[src/bitmap_row_rotate_scroll_unit_defines.svh]
// ----------------------------------------------------------------------------
// bitmap_row_rotate_scroll_unit_defines.svh
// Assertion macros for the bitmap row rotate / scroll unit.
// ----------------------------------------------------------------------------
`ifndef BITMAP_ROW_ROTATE_SCROLL_UNIT_DEFINES_SVH
`define BITMAP_ROW_ROTATE_SCROLL_UNIT_DEFINES_SVH

// same-cycle implication, clocked on clk, off during rst
`define BRS_ASSERT_NOW(lbl, ante, cons, msg) \
  lbl: assert property (@(posedge clk) disable iff (rst) (ante) |-> (cons)) else $error(msg);

// next-cycle implication
`define BRS_ASSERT_NEXT(lbl, ante, cons, msg) \
  lbl: assert property (@(posedge clk) disable iff (rst) (ante) |=> (cons)) else $error(msg);

`endif

[src/brs_pkg.sv]
// ----------------------------------------------------------------------------
// brs_pkg
// Shared types and constants of the bitmap row rotate / scroll unit.
// ----------------------------------------------------------------------------
package brs_pkg;

  localparam int unsigned TILE_ROWS = 16;
  localparam int unsigned MAX_SHIFT = 8;

  typedef enum logic [1:0] {
    REQ_LOAD   = 2'd0,
    REQ_READ   = 2'd1,
    REQ_SCR_RT = 2'd2,
    REQ_SCR_LT = 2'd3
  } brs_req_t;

  typedef enum logic [1:0] {
    ST_IDLE,
    ST_READ,
    ST_SCAN,
    ST_FIN
  } brs_state_t;

  // kicks off one full-bitmap rotate
  typedef struct packed {
    logic       start;
    logic       to_right;
    logic [3:0] amount;
  } brs_scroll_cmd_t;

endpackage

[src/brs_scroll.sv]
// ----------------------------------------------------------------------------
// brs_scroll
// Scan engine: walks every line, reads each byte (the wrap byte twice), writes it rotated.
// ----------------------------------------------------------------------------
module brs_scroll #(
  parameter int COLS  = 16,
  parameter int LINES = 128
) (
  input  logic                                    clk,
  input  logic                                    rst,
  input  brs_pkg::brs_scroll_cmd_t                cmd,
  output logic                                    done,
  output logic                                    rd_en,
  output logic [$clog2(LINES)+$clog2(COLS)-1:0]   rd_addr,
  input  logic [7:0]                              rd_data,
  output logic                                    wr_en,
  output logic [$clog2(LINES)+$clog2(COLS)-1:0]   wr_addr,
  output logic [7:0]                              wr_data
);
  import brs_pkg::*;

  localparam int CW = $clog2(COLS);
  localparam int LW = $clog2(LINES);
  localparam int AW = LW + CW;
  localparam logic [CW-1:0] LAST_COL  = CW'(COLS - 1);
  localparam logic [LW-1:0] LAST_LINE = LW'(LINES - 1);

  // Right rotate scans columns upward with the last byte pre-read;
  // left rotate scans downward with byte 0 pre-read. The pre-read byte
  // is rewritten last, so every read sees the old value.
  function automatic logic [7:0] rot(input logic [7:0] nb, input logic [7:0] cur,
                                     input logic right, input logic [3:0] p);
    logic [15:0] t;
    if (right) begin
      t = {nb, cur} >> p;
      rot = t[7:0];
    end else begin
      t = {cur, nb} << p;
      rot = t[15:8];
    end
  endfunction

  logic          active;
  logic          to_right;
  logic [3:0]    amt;
  logic [LW-1:0] line_cnt;
  logic [CW-1:0] col_cnt;
  logic          pre;
  logic          s1_valid;
  logic          s1_pre;
  logic [AW-1:0] s1_addr;
  logic [7:0]    prev;
  logic [CW-1:0] edge_col;

  assign edge_col = to_right ? LAST_COL : '0;
  assign rd_en    = active;
  assign rd_addr  = {line_cnt, pre ? edge_col : col_cnt};

  always_ff @(posedge clk) begin
    if (rst) begin
      active   <= 1'b0;
      s1_valid <= 1'b0;
      pre      <= 1'b1;
    end else begin
      s1_valid <= active;
      if (cmd.start) begin
        active   <= 1'b1;
        to_right <= cmd.to_right;
        amt      <= cmd.amount;
        line_cnt <= '0;
        pre      <= 1'b1;
      end else if (active) begin
        if (pre) begin
          pre     <= 1'b0;
          col_cnt <= to_right ? '0 : LAST_COL;
        end else if (col_cnt == edge_col) begin
          pre <= 1'b1;
          if (line_cnt == LAST_LINE) begin
            active <= 1'b0;
          end else begin
            line_cnt <= line_cnt + 1'b1;
          end
        end else begin
          col_cnt <= to_right ? col_cnt + 1'b1 : col_cnt - 1'b1;
        end
      end
    end
  end

  always_ff @(posedge clk) begin
    s1_pre  <= pre;
    s1_addr <= rd_addr;
    if (s1_valid) begin
      prev <= rd_data;
    end
  end

  assign wr_en   = s1_valid && !s1_pre;
  assign wr_addr = s1_addr;
  assign wr_data = rot(prev, rd_data, to_right, amt);
  assign done    = s1_valid && !active;

endmodule

[config.mk]
export PLATFORM = sky130hd
export DESIGN_NAME = brs_scroll
export DESIGN_NICKNAME = d
export VERILOG_FILES = /design/src/bitmap_row_rotate_scroll_unit_defines.svh /design/src/brs_pkg.sv /design/src/brs_scroll.sv
export SDC_FILE = /design/constraint.sdc
export NUM_CORES = 1
export LEC_CHECK = 0
export ABC_AREA = 1
export BUFFER_PORTS_ARGS = -buffer_cell sky130_fd_sc_hd__clkbuf_2
export CAP_MARGIN = 5
export CORE_ASPECT_RATIO = 0.7
export CORE_MARGIN = 1
export CORE_UTILIZATION = 56
export DETAILED_ROUTE_END_ITERATION = 10
export PLACE_DENSITY = 0.8
export SLEW_MARGIN = 5
export SYNTH_ARGS = -nofsm -noshare
export SYNTH_HDL_FRONTEND = slang
export SYNTH_SLANG_ARGS = --single-unit
[constraint.sdc]
create_clock -name clk -period 2.5 [get_ports clk]
set_input_delay 0.125 -clock clk [delete_from_list [all_inputs] [get_ports clk]]
set_output_delay 0.125 -clock clk [all_outputs]
set_load 0.03 [all_outputs]
==> metrics <==
status finished, final reports clean; vias in the first global route 2,261; Distinct cells, synth 28; n_diodes 0; period utilization 0.9391; WP data arrival 2220 ps; WHS 13.63 ps; final wirelength 6761 um; GRT Overall Usage 0.2788; startpoint types flip-flop; Synth top area share 0.2654; remaining global-route overflow 0; gp weighted congestion 0.9580; Via density 5.648; Tightest Pin Transition 616.6 ps; clk root buf clkbuf_8; setup TNS 0 ps; Area growth syn-to-layout 13.87%; Die X 85.23 um; Crit Path Max Fanout 12; Pleak 0.001592 uW; Final Cell Area 3092 sq um; switching share of power 0.3579; fillers 397; CTS tree yes; HPWL Detailed 4977 um; Area contributors post-synth edfxtp_1, nand3_1, nand2_1; syn nets 403; multi-input logic area 1433 sq um; layout cells sized above 1 0.1986; worst relative slew slack 0.5884; Synth Instances 383; routed via count 2,756; HP Class input pin to flip-flop; DRC viols 0; Cell Area, Synth 2715 sq um; RSZ-0062 raised after global routing false; synth warn 0; CTS Buf Count 5; Ports 49; Non-Filler Instances 488; post-layout min period 2348 ps; Die Y 60.26 um; CP required 2380 ps; Post-DRT Antenna Nets 0; initial antenna violation count 0; Finish-stage setup viols 0; global-route wire length before repair 10,990 um; Fmax achieved 425.9 MHz; Hold Vio Cnt, Final 0; WL per Instance 13.85 um; max cap viols 0; crit end category output port; Clock Pin Slew Worst Setup and Hold Paths 80 ps; layout net count 452; clock buffer depth 2; Synth Register Bits 39; crit path kind flip-flop to output port; placed standard-cell area 2943 sq um; pin count of the biggest net entering global routing 35; combinational power share 0.297; Power Density 556.4 nW/um^2; final core utilization 0.6864; Core Box Area 4504 sq um; Reg power frac 0.437; row cnt 20; Initial Utilization 0.6028; placed insts 476; Reg area 1021 sq um; starting DRC count in detailed routing 426; Net Switching 615.7 uW; die area 5135 sq um; H-Tree Depth 2; sequential-to-total area share from yosys stat 0.3760; Slew Viols, Final 0; syn avg cell area 7.089 sq um; Clock Latency Late Sink 290 ps; Peak supply drop 0.4397 mV; clk sinks 39; IO Port Bufs 48; first-pass detailed-route iteration total 7; final setup skew 3.287 ps; clock group share of total power 0.266; Synth area leader edfxtp_1; Int Pwr 1105 uW
==> per-layer routing <==
metal / up-vias / GRT usage / wire length [um]
met3: 11 / 0.06630 / 921
met4: 0 / 0.04843 / 48
li1: 1356 / - / -
met2: 190 / 0.3836 / 2607
met5: - / 0 / 0
met1: 1199 / 0.4388 / 3185
==> cell families (layout without fill, tap and decap cells) <==
group / count (synthesis) / count (layout) / share of synthesized area
AO/OA/AOI/OAI: 15 / 15 / 0.02811
XOR/XNOR: 3 / 3 / 0.009679
adder cells (fa/ha/maj): 4 / 4 / 0.02120
buffers and inverters: 50 / 100 / 0.09631
flip-flops: 39 / 39 / 0.3760
AND/OR/NAND/NOR: 272 / 272 / 0.4687
==> stage by stage <==
stage | power, uW | worst slack (ps)
final | 1720 | 152.2
after global routing | 1813 | 54.03
after CTS | 1711 | 216.0
after detailed placement | 1254 | 555.3
after global placement | 1250 | 575.2
after floorplan | 1141 | 472.0
==> power by group through the flow <==
stage | logic, uW | registers, uW | clock network, uW
final | 510 | 752 | 458
after global routing | 563 | 755 | 495
after CTS | 490 | 756 | 465
after detailed placement | 484 | 771 | 0
after global placement | 480 | 770 | 0
after floorplan | 350 | 791 | 0
==> sequential cells by signal (all words and copies together) (netlist names) <==
| register | count |
|---|---|
| line_cnt | 7 |
| to_right | 1 |
| s1_valid | 1 |
| prev | 8 |
| wr_addr | 11 |
| rd_en | 1 |
| pre | 1 |
| amt | 4 |
| s1_pre | 1 |
| col_cnt | 4 |
==> critical path: stages, from the launching register on <==
cell,delay (ps)
edfxtp_1,570
nor2_2,540
inv_1,240
nor2_1,150
nor2_1,50
nand2_1,60
nand2_1,60
inv_1,60
clkbuf_2,200
==> path summary, 6_finish.rpt <==
check | slack, ps | cells past startpoint | start | endpoint
setup reg to reg | 600 | 7 | to_right | line_cnt[6]
hold / removal | 10 | 1 | cmd[2] | amt[2]
setup / recovery | 150 | 8 | amt[2] | wr_data[7]
hold reg to reg | 430 | 0 | line_cnt[1] | wr_addr[5]
==> cells in the final DEF (no fill, tap or decap), types with 3 or more instances in the layout <==
master and instances:
dlygate4sd3_1 3, dfxtp_1 15, inv_1 31, nand3_1 94
clkbuf_2 48, a21oi_1 8, nor2_1 37, nand3_2 8
buf_4 6, ha_1 3, edfxtp_1 24, nand2_1 116
nand2_4 8, o21ai_0 4, clkbuf_8 6
==> Yosys cell counts (all sizes together) <==
cell type / count
dfxtp: 15
nor4: 1
fa: 1
xnor2: 2
buf: 16
nor3: 3
o21ai: 6
edfxtp: 24
nand2: 126
xor2: 1
ha: 3
nor2: 38
a21oi: 8
o22ai: 1
and3: 2
inv: 34
nand3: 102
==> area by class of cell <==
type / count / area share
sequential: 39 / 0.3302
timing repair buffer: 58 / 0.1085
tap: 55 / 0.02226
multi-input combinational: 294 / 0.4634
clock buffer: 6 / 0.02671
clock inverter: 2 / 0.005261
inverter: 34 / 0.04371
==> timing repair <==
| item | CTS | global route |
|---|---|---|
| hold buffers | 3 | 0 |
| endpoints found under the setup margin | 0 | 2 |
| resized for setup | 0 | 0 |
| setup buffers | 0 | 1 |
| hold endpoints to repair | 3 | 0 |
Note: power is estimated with default switching activity, not from simulation.
